### config.mk
export PLATFORM = sky130hd
export DESIGN_NAME = hsv_to_rgb_converter
export DESIGN_NICKNAME = d
export VERILOG_FILES = /design/src/rtl/hsv_pkg.sv /design/src/rtl/hsv_to_rgb_converter.sv
export SDC_FILE = /design/constraint.sdc
export NUM_CORES = 2
export LEC_CHECK = 0
export BUFFER_PORTS_ARGS = -buffer_cell sky130_fd_sc_hd__buf_2
export CORE_ASPECT_RATIO = 1.75
export CORE_MARGIN = 2
export CORE_UTILIZATION = 55
export CTS_BUF_LIST = sky130_fd_sc_hd__clkbuf_16
export DETAILED_ROUTE_END_ITERATION = 8
export PLACE_DENSITY_LB_ADDON = 0.08
export SLEW_MARGIN = 5
export SYNTH_ARGS = -nofsm -noshare
export SYNTH_HDL_FRONTEND = slang
export SYNTH_SLANG_ARGS = --single-unit
### constraint.sdc
create_clock -name clk -period 10.8 [get_ports clk]
set_input_delay 2.7 -clock clk [delete_from_list [all_inputs] [get_ports clk]]
set_output_delay 2.7 -clock clk [all_outputs]
set_load 0.02 [all_outputs]
### src/rtl/hsv_pkg.sv
// hsv_pkg: shared constants and types for the HSV to RGB converter.
// No dependencies; imported by hsv_to_rgb_converter.
package hsv_pkg;

  // Default number of fraction bits for saturation, brightness and channels
  localparam int FRAC_BITS_DEF = 16;

  // Hue is a Q16 fraction of one turn
  localparam int HUE_BITS = 16;

  // Field and packed stream widths (the stream widths are whole bytes)
  localparam int SAT_BITS      = 17;
  localparam int BRI_BITS      = 17;
  localparam int IN_DATA_BITS  = 56;
  localparam int CHAN_BITS     = 8;
  localparam int OUT_DATA_BITS = 24;

  // Color wheel sector, hue times six; order of (red, green, blue)
  typedef enum logic [2:0] {
    SEC_VNM = 3'd0,  // red max, green rising
    SEC_NVM = 3'd1,  // green max, red falling
    SEC_MVN = 3'd2,  // green max, blue rising
    SEC_MNV = 3'd3,  // blue max, green falling
    SEC_NMV = 3'd4,  // blue max, red rising
    SEC_VMN = 3'd5   // red max, blue falling
  } sector_t;

endpackage

### src/rtl/hsv_to_rgb_converter.sv
// Throughput: one color per cycle while out_tready does not stall; four register stages (clamp and sector,
//   v*(1-s) and s*f multiplies, v*(1-s*f) multiply, channel select and scale).
// A stall on out_tready holds each full stage whose later stages are all full; empty stages keep filling.
// Reset: rst_n synchronous, active low, clears all stage valid bits; data is not reset.
// Depends on hsv_pkg.
module hsv_to_rgb_converter #(
  parameter int FRAC_BITS = hsv_pkg::FRAC_BITS_DEF
) (
  input  logic        clk,
  input  logic        rst_n,
  // in_tdata: hue [15:0], saturation [32:16], brightness [49:33], zero pad [55:50]
  input  logic [55:0] in_tdata,
  input  logic        in_tvalid,
  output logic        in_tready,
  // out_tdata: red [7:0], green [15:8], blue [23:16]
  output logic [23:0] out_tdata,
  output logic        out_tvalid,
  input  logic        out_tready
);
  import hsv_pkg::*;

  // Internal fraction width holds 0..ONE; compare width covers the raw input
  localparam int VW = FRAC_BITS + 1;
  localparam int CW = (VW > SAT_BITS) ? VW : SAT_BITS;
  localparam int FW = HUE_BITS + 1;
  localparam logic [VW-1:0] ONE_VW = VW'(1) << FRAC_BITS;
  localparam logic [CW-1:0] ONE_CW = CW'(1) << FRAC_BITS;
  localparam logic [FW-1:0] HUE_ONE = FW'(1) << HUE_BITS;

  // Channel scale: floor(x * 255 / ONE), done as (x << 8) - x
  function automatic logic [CHAN_BITS-1:0] to_byte(input logic [VW-1:0] x);
    logic [VW+7:0] prod;
    prod = ({x, 8'b0}) - (VW+8)'(x);
    return prod[FRAC_BITS+7:FRAC_BITS];
  endfunction

  // Stage handshake: a stage loads when it is empty or its contents move on
  logic out_vld_r, s3_vld_r, s2_vld_r, s1_vld_r;
  logic out_en, s3_en, s2_en, s1_en;

  assign out_en    = !out_vld_r || out_tready;
  assign s3_en     = !s3_vld_r || out_en;
  assign s2_en     = !s2_vld_r || s3_en;
  assign s1_en     = !s1_vld_r || s2_en;
  assign in_tready = s1_en;

  always_ff @(posedge clk) begin
    if (!rst_n) begin
      s1_vld_r  <= 1'b0;
      s2_vld_r  <= 1'b0;
      s3_vld_r  <= 1'b0;
      out_vld_r <= 1'b0;
    end else begin
      if (s1_en)  s1_vld_r  <= in_tvalid;
      if (s2_en)  s2_vld_r  <= s1_vld_r;
      if (s3_en)  s3_vld_r  <= s2_vld_r;
      if (out_en) out_vld_r <= s3_vld_r;
    end
  end

  // ---------------- Stage 1: clamp, sector and hue fraction ----------------
  logic [HUE_BITS-1:0] hue;
  logic [SAT_BITS-1:0] sat_in;
  logic [BRI_BITS-1:0] bri_in;
  logic [CW-1:0]       sat_ext, bri_ext;
  logic [HUE_BITS+2:0] hue6;
  logic [HUE_BITS-1:0] frac_raw;
  sector_t             sec_nxt;
  logic [FW-1:0]       f_nxt;
  logic [VW-1:0]       s_nxt, v1_nxt;

  assign hue     = in_tdata[HUE_BITS-1:0];
  assign sat_in  = in_tdata[HUE_BITS+SAT_BITS-1:HUE_BITS];
  assign bri_in  = in_tdata[HUE_BITS+SAT_BITS+BRI_BITS-1:HUE_BITS+SAT_BITS];
  assign sat_ext = CW'(sat_in);
  assign bri_ext = CW'(bri_in);

  // hue * 6 = (hue << 2) + (hue << 1)
  assign hue6     = ({3'b0, hue} << 2) + ({3'b0, hue} << 1);
  assign frac_raw = hue6[HUE_BITS-1:0];
  assign sec_nxt  = sector_t'(hue6[HUE_BITS+2:HUE_BITS]);
  // Even sectors use the inverted fraction
  assign f_nxt    = hue6[HUE_BITS] ? FW'(frac_raw) : (HUE_ONE - FW'(frac_raw));
  assign s_nxt    = (sat_ext > ONE_CW) ? ONE_VW : sat_ext[VW-1:0];
  assign v1_nxt   = (bri_ext > ONE_CW) ? ONE_VW : bri_ext[VW-1:0];

  sector_t       s1_sec_r;
  logic [FW-1:0] s1_f_r;
  logic [VW-1:0] s1_s_r, s1_v_r;

  always_ff @(posedge clk) begin
    if (s1_en && in_tvalid) begin
      s1_sec_r <= sec_nxt;
      s1_f_r   <= f_nxt;
      s1_s_r   <= s_nxt;
      s1_v_r   <= v1_nxt;
    end
  end

  // ---------------- Stage 2: m = v(1-s), sf = s*f ----------------
  logic [VW+FW-1:0] sf_prod;
  logic [VW:0]      sf_shift;
  logic [VW-1:0]    sf_nxt, m_nxt;
  logic [2*VW-1:0]  m_prod;

  assign sf_prod  = (VW+FW)'(s1_s_r) * (VW+FW)'(s1_f_r);
  assign sf_shift = sf_prod[VW+FW-1:HUE_BITS];
  assign sf_nxt   = (sf_shift > {1'b0, ONE_VW}) ? ONE_VW : sf_shift[VW-1:0];
  assign m_prod   = (2*VW)'(s1_v_r) * (2*VW)'(ONE_VW - s1_s_r);
  assign m_nxt    = m_prod[FRAC_BITS+VW-1:FRAC_BITS];

  sector_t       s2_sec_r;
  logic [VW-1:0] s2_sf_r, s2_m_r, s2_v_r;

  always_ff @(posedge clk) begin
    if (s2_en && s1_vld_r) begin
      s2_sec_r <= s1_sec_r;
      s2_sf_r  <= sf_nxt;
      s2_m_r   <= m_nxt;
      s2_v_r   <= s1_v_r;
    end
  end

  // ---------------- Stage 3: n = v(1-sf) ----------------
  logic [2*VW-1:0] n_prod;
  logic [VW-1:0]   n_nxt;

  assign n_prod = (2*VW)'(s2_v_r) * (2*VW)'(ONE_VW - s2_sf_r);
  assign n_nxt  = n_prod[FRAC_BITS+VW-1:FRAC_BITS];

  sector_t       s3_sec_r;
  logic [VW-1:0] s3_n_r, s3_m_r, s3_v_r;

  always_ff @(posedge clk) begin
    if (s3_en && s2_vld_r) begin
      s3_sec_r <= s2_sec_r;
      s3_n_r   <= n_nxt;
      s3_m_r   <= s2_m_r;
      s3_v_r   <= s2_v_r;
    end
  end

  // ---------------- Stage 4: channel order and scale to bytes ----------------
  logic [VW-1:0]             r_sel, g_sel, b_sel;
  logic [OUT_DATA_BITS-1:0]  out_nxt;
  logic [OUT_DATA_BITS-1:0]  out_data_r;

  always_comb begin
    unique case (s3_sec_r)
      SEC_VNM: begin r_sel = s3_v_r; g_sel = s3_n_r; b_sel = s3_m_r; end
      SEC_NVM: begin r_sel = s3_n_r; g_sel = s3_v_r; b_sel = s3_m_r; end
      SEC_MVN: begin r_sel = s3_m_r; g_sel = s3_v_r; b_sel = s3_n_r; end
      SEC_MNV: begin r_sel = s3_m_r; g_sel = s3_n_r; b_sel = s3_v_r; end
      SEC_NMV: begin r_sel = s3_n_r; g_sel = s3_m_r; b_sel = s3_v_r; end
      default: begin r_sel = s3_v_r; g_sel = s3_m_r; b_sel = s3_n_r; end
    endcase
  end

  assign out_nxt = {to_byte(b_sel), to_byte(g_sel), to_byte(r_sel)};

  always_ff @(posedge clk) begin
    if (out_en && s3_vld_r) begin
      out_data_r <= out_nxt;
    end
  end

  assign out_tdata  = out_data_r;
  assign out_tvalid = out_vld_r;

`ifndef SYNTHESIS
  // An accepted transfer always lands in the first stage
  a_in_lands: assert property (@(posedge clk) disable iff (!rst_n)
    (in_tvalid && in_tready) |=> s1_vld_r)
    else $error("accepted input did not reach stage 1");

  // Back-pressure reaches the input only when every stage is full and stalled
  a_full_stall: assert property (@(posedge clk) disable iff (!rst_n)
    !in_tready |-> (s1_vld_r && s2_vld_r && s3_vld_r && out_vld_r && !out_tready))
    else $error("input stalled with an empty stage");

  // A full middle stage that moves on delivers its item to the next stage
  a_s2_advance: assert property (@(posedge clk) disable iff (!rst_n)
    (s2_vld_r && s3_en) |=> s3_vld_r)
    else $error("stage 2 item lost on advance");

  // A stalled final stage holds its item in stage 3 as well
  a_s3_hold: assert property (@(posedge clk) disable iff (!rst_n)
    (s3_vld_r && !out_en) |=> (s3_vld_r && $stable(s3_n_r) && $stable(s3_sec_r)))
    else $error("stage 3 changed under stall");
`endif

endmodule
## Yosys cells after proc, flatten, opt, wreduce, memory -nomap -nowiden

Cells that the tools add are included.

| operators by class | value |
|---|---|
| order comparisons | 3 |
| add/subtract/negate cells | 7 |
| reductions and logical operators | 19 |
| multiply operators | 3 |
| eq/ne operators | 4 |
| mux-type cells | 4 |

Operators by type and width:

| cell | count |
|---|---|
| case mux 17 bit (2 select lines) | 3 |
| subtractor 24 x 17 -> 24 bit | 3 |
| multiplier 18 x 18 -> 33 bit | 2 |
| subtractor 17 x 17 -> 18 bit (first input constant) | 2 |
| > comparator 17 bit (second input constant) | 2 |
| multiplier 17 x 17 -> 34 bit | 1 |
| adder 18 x 17 -> 19 bit | 1 |
| > comparator 18 x 17 -> 1 bit (second input constant) | 1 |
| subtractor 17 x 16 -> 17 bit (first input constant) | 1 |
| two-way mux 16 bit | 1 |
| OR reduction 2 bit | 6 |
| equality test 3 x 2 -> 1 bit (second input constant) | 2 |
| logical AND 1 bit | 4 |
| logical NOT 1 bit | 4 |
| logical OR 1 bit | 4 |
| equality test 3 x 1 -> 1 bit (second input constant) | 1 |
| equality test 3 bit (second input constant) | 1 |
| logical NOT 3 bit | 1 |

| storage, ports and cells | value |
|---|---|
| input bits | 60 |
| logic and storage cells | 58 |
| bits in registers | 190 |

## Logic depth before layout (Yosys ltp)

| depth | value |
|---|---|
| depth in word-level cells | 6 |
| mapped depth | 32 |
| mapped depth without buffers | 30 |

## Worst setup path after synthesis

OpenSTA, ideal clock, no wires.

| path | value |
|---|---|
| path type | reg-to-reg |
| start | register s1_s_r[0] |
| end | register s2_m_r[16] (data pin) |
| cell stages (with the launch flop) | 31 |
| data required time | 10.540 ns |
| path buffers | 2 |
| slack | 2.858 ns |
| library setup time | 0.260 ns |
| data arrival time | 7.682 ns |
| path through | edfxtp_1 > clkbuf_1 > inv_1 > ha_1 > or3b_4 > nor3_4 > nand2_1 > or4_4 > nor4_1 > xnor2_1 > clkbuf_1 > and2_1 > fa_1 > fa_1 > inv_1 > fa_1 > inv_1 > fa_1 > fa_1 > inv_1 > fa_1 > inv_1 > ha_1 > a2111o_1 > o31ai_4 > o21ai_2 > a221oi_2 > o31ai_1 > or4_4 > a31oi_2 > xnor2_1 |

| between the ends | value |
|---|---|
| longest elaborated chain between the ends | 2 |

Ends and longest elaborated chain:

| element | RTL line | source |
|---|---|---|
| start: declaration | hsv_to_rgb_converter.sv:89 | `logic [VW-1:0] s1_s_r, s1_v_r;` |
| start signal: assignment | hsv_to_rgb_converter.sv:95 | `s1_s_r <= s_nxt;` |
| subtractor 17 x 17 -> 18 bit | hsv_to_rgb_converter.sv:109 | `assign m_prod = (2*VW)'(s1_v_r) * (2*VW)'(ONE_VW - s1_s_r);` |
| multiplier 18 x 18 -> 33 bit | hsv_to_rgb_converter.sv:109 |  |
| via m_prod[32] | hsv_to_rgb_converter.sv:104 | `logic [2*VW-1:0] m_prod;` |
| end signal: assignment | hsv_to_rgb_converter.sv:119 | `s2_m_r <= m_nxt;` |
| end: declaration | hsv_to_rgb_converter.sv:113 | `logic [VW-1:0] s2_sf_r, s2_m_r, s2_v_r;` |

The timed path passes the listed nets, and every way through them passes these cells.
A chain may end at the register's enable or synchronous reset.

## Worst setup path in the final report

| path | value |
|---|---|
| start | register s2_sf_r[0] |
| end | register s3_n_r[14] (data pin) |

| between the ends | value |
|---|---|
| longest elaborated chain between the ends | 2 |

Ends and longest elaborated chain:

| element | RTL line | source |
|---|---|---|
| start: declaration | hsv_to_rgb_converter.sv:113 |  |
| start signal: assignment | hsv_to_rgb_converter.sv:118 | `s2_sf_r <= sf_nxt;` |
| subtractor 17 x 17 -> 18 bit | hsv_to_rgb_converter.sv:128 | `assign n_prod = (2*VW)'(s2_v_r) * (2*VW)'(ONE_VW - s2_sf_r);` |
| multiplier 18 x 18 -> 33 bit | hsv_to_rgb_converter.sv:128 |  |
| via n_prod[30] | hsv_to_rgb_converter.sv:125 | `logic [2*VW-1:0] n_prod;` |
| end signal: assignment | hsv_to_rgb_converter.sv:137 | `s3_n_r <= n_nxt;` |
| end: declaration | hsv_to_rgb_converter.sv:132 | `logic [VW-1:0] s3_n_r, s3_m_r, s3_v_r;` |

The timed path passes the listed nets, and every way through them passes these cells.

==> impl_results.md <==
- Synth warn: 0
- Outcome: complete, no violations
- Simple-Gate Fraction of Synth Area: approximately 17%
- Die area: 0.0718 mm2
- Worst Path Arrival: 9290 ps
- Clock period minus worst slack: 9040 ps
- Crit end category: flop
- FMAX: 0.111 GHz
- #FFs+latches synth: 189
- Worst slew margin: 22.1%
- Clk slew on worst S/H paths: 80 ps
- Max Cap Viol: 0
- Post-synthesis async set-or-reset flop share: 0%
- Setup Viol. Count Final: 0
- Crit Path Max Fanout: 19
- Synth Cell Area: around 0.038 mm2
- Post-synthesis sequential area ratio: between 10% and 20%
- Synth Area in XOR/XNOR: between 3 and 4%
- Crit path launch: s2_sf_r[0]
- End of the worst register-to-register path: s3_n_r[14]
- Final Max Tran Viols: 0
- DRT antenna net count: 0
- GR Util met1: 30.3%
- Routed WL per cell: ~19 um
- Compound-Gate Fraction of Synth Area: 5.92%
- Io pins: between 80 and 90
- Clk Latency, worst-skew pair: 500 ps
- Area growth from synthesis to layout: 5.41%
- Chip width: ~200 um
- Post-CTS Setup Repair Bufs: 0
- Worst r2r src: s2_sf_r[0]
- Largest family of logic cells by synthesized area: adder cells
- Fraction of layout instances using a drive strength above 1: slightly below 6%
- Clock tree sinks: 189
- GR peak layer: met2
- Post-synthesis mux area share: 0.994%
- Met2 Use GR: 52.7%
- Vias in the first global route: ~30k
- Num CTS Buffers: 17
- Residual DRC: 0
- Initial Utilization: 55.3%
- Hold Fails Final Rpt: 0
- Syn Nets: 5214
- DRT Wirelength: 93700 um
- Synth cell types: 84
- TNS Setup: 0 ps
- H-tree depth: 4
- Flop2flop setup slack: between 1500 and 2000 ps
- Nets: approximately 5.2k
- Dominant cell type by area after synthesis: fa_1
- Hold_buf cts: 0
- Slew @ Worst Pin: 1160 ps
- Clock Path Buffers: 2
- CP required: 11050 ps
- Initial detailed-routing violation count: 1340
- Pin count of the biggest net entering global routing: between 100 and 150
- Crit path kind: flop to flop
- Core ar.: between 0.06 and 0.07 mm2
- Syn_area_per_cell: 9.36 um2
- Synth area leaders: fa_1, edfxtp_1, ha_1, inv_1, and2_1
- TritonRoute pass-1 iters: 6
- Adder-cell share of the synthesized area: 48.2%
- Vias: 27.4k
- Post-synth top area share: 35.9%
- Total gr overflow: 0
- FP Rows: 128
- IO Port Bufs: a little under 80
- Gr usage total: ~28%
- CP Launch Type: flop
- Hold_sp: s2_m_r[8]
- RSZ-0062 raised after global routing: false
- Fin crit share: between 80% and 90%
- Final RePlAce weighted congestion: 0.866
- Root Driver: clkbuf_16
- Vias/cell: 5.48
- Reg2Reg Depth: 25
- Antenna violations before repair: 1
- CTS tree: built
- Post-cts sizing count: 0
- Worst Hold Class: flop to flop
- Mapped Cells: approximately 4.1k
- First-pass GRT wire length: around 150000 um
- Final Skew: 15.1 ps
- Post-synth EDFFs: 185
- Fill count: 6291
- GR Util met3: 2.93%
- WHS Endpoint: s3_m_r[8]
- Synth Flop Type: edfxtp_1
- Hold Path Depth: 0
- Hpwl dp: around 74000 um
- Die H: 353 um
==> placed cells by master, fill, tap and decap left out, types with 20 or more instances in the layout <==
| cell | netlist | final |
|---|---|---|
| a21o_1 | 32 | 32 |
| a21oi_1 | 82 | 82 |
| and2_1 | 348 | 348 |
| and3_1 | 34 | 34 |
| buf_2 | 11 | 79 |
| buf_4 | 1 | 69 |
| edfxtp_1 | 185 | 185 |
| fa_1 | 686 | 686 |
| ha_1 | 378 | 378 |
| inv_1 | 893 | 893 |
| mux2i_1 | 38 | 38 |
| nand2_1 | 576 | 576 |
| nor2_1 | 101 | 100 |
| nor2b_1 | 49 | 46 |
| nor3_1 | 21 | 21 |
| nor4_1 | 20 | 20 |
| o21a_1 | 22 | 22 |
| o21ai_0 | 57 | 57 |
| or2_2 | 23 | 23 |
| xnor2_1 | 87 | 83 |
| xor2_1 | 38 | 37 |
==> worst max-delay path by stage <==
stage                 endpoint  depth (start not counted)
floorplan           s2_m_r[16]                         30
global placement    s3_n_r[16]                         25
detailed placement  s3_n_r[16]                         25
CTS                 s3_n_r[16]                         25
global route        s3_n_r[14]                         25
finish              s3_n_r[14]                         25
==> through the flow <==
stage | setup slack [ps] | std cells | hold WS (ps) | util (%) | cell area (um2)
5_1_grt | 1110 | 5009 | 452 | 58.3 | 40300
2_1_floorplan | 2860 | 4090 | 400 | - | 38300
3_5_place_dp | 1660 | 4976 | 405 | 57.4 | 39700
3_3_place_gp | 1720 | 4976 | 404 | 57.4 | 39700
6_report | 1760 | 5009 | 422 | 58.3 | 40300
4_1_cts | 1640 | 5008 | 425 | 58.3 | 40300
==> metal layers <==
metal  vias up  wire [um]
li1      12600          -
met1     14000      34300
met2       680      51400
met3       244       3280
met4         0       4660
met5         -          0
==> synth_stat cells (all sizes together) (13+ instances only) <==
master	n
nand3	18
nand2b	13
mux2i	38
clkbuf	143
xor2	38
a22o	14
o21a	22
and2	349
inv	894
fa	686
xnor2	90
nor3	23
nor2	101
a21oi	83
a21o	32
or2	26
nor2b	49
ha	378
buf	29
edfxtp	185
a211oi	18
and3	35
nor4	22
o22ai	13
o21ai	61
nand2	577
==> worst max-delay path: stages (launching register included) <==
cell and delay [ps]:
edfxtp_1 640, or4_1 860, nor4_2 300, nand2b_1 120, nor4_1 470, nand2_1 170, xor2_1 160, buf_4 270
nand2_1 120, fa_1 560, fa_1 500, inv_1 50, fa_1 500, fa_1 440, fa_1 520, fa_1 420
ha_1 330, a2111oi_0 370, o21ai_0 300, o21ba_2 300, o311ai_1 470, a21oi_1 200, a41oi_1 290, nand2b_1 120
a21oi_1 200, xnor2_1 90
==> final cells by class <==
cell class	count	area, um2	area share [%]
clock inverter	15	206	0.512
timing repair buffer	148	913	2.26
clock buffer	17	425	1.05
tap	910	1140	2.82
antenna	1	2.50	0.00620
sequential	189	5640	14.0
inverter	894	3360	8.32
multi-input combinational	2835	28700	71.1
==> kinds of logic after synthesis <==
kind of cell    count (synthesis)
compound gates                335
flops                         189
mux                            38
simple gates                 1270
xor+xnor                      128
buf+inv                      1066
fa+ha+maj                    1064
==> flip-flops by register name, summed over array words and instances, names as in the netlist <==
register	cells
out_tdata	24
out_tvalid	1
s1_vld_r	1
s3_sec_r	3
s2_v_r	17
s3_vld_r	1
s2_sf_r	17
s1_s_r	17
s3_n_r	17
s1_v_r	17
s3_v_r	17
s2_vld_r	1
s1_f_r	16
s1_sec_r	3
s2_sec_r	3
s3_m_r	17
s2_m_r	17
Power is left out: the tool's default activity adds up to more than one toggle a clock period on the data nets, which glitch-free logic cannot reach.
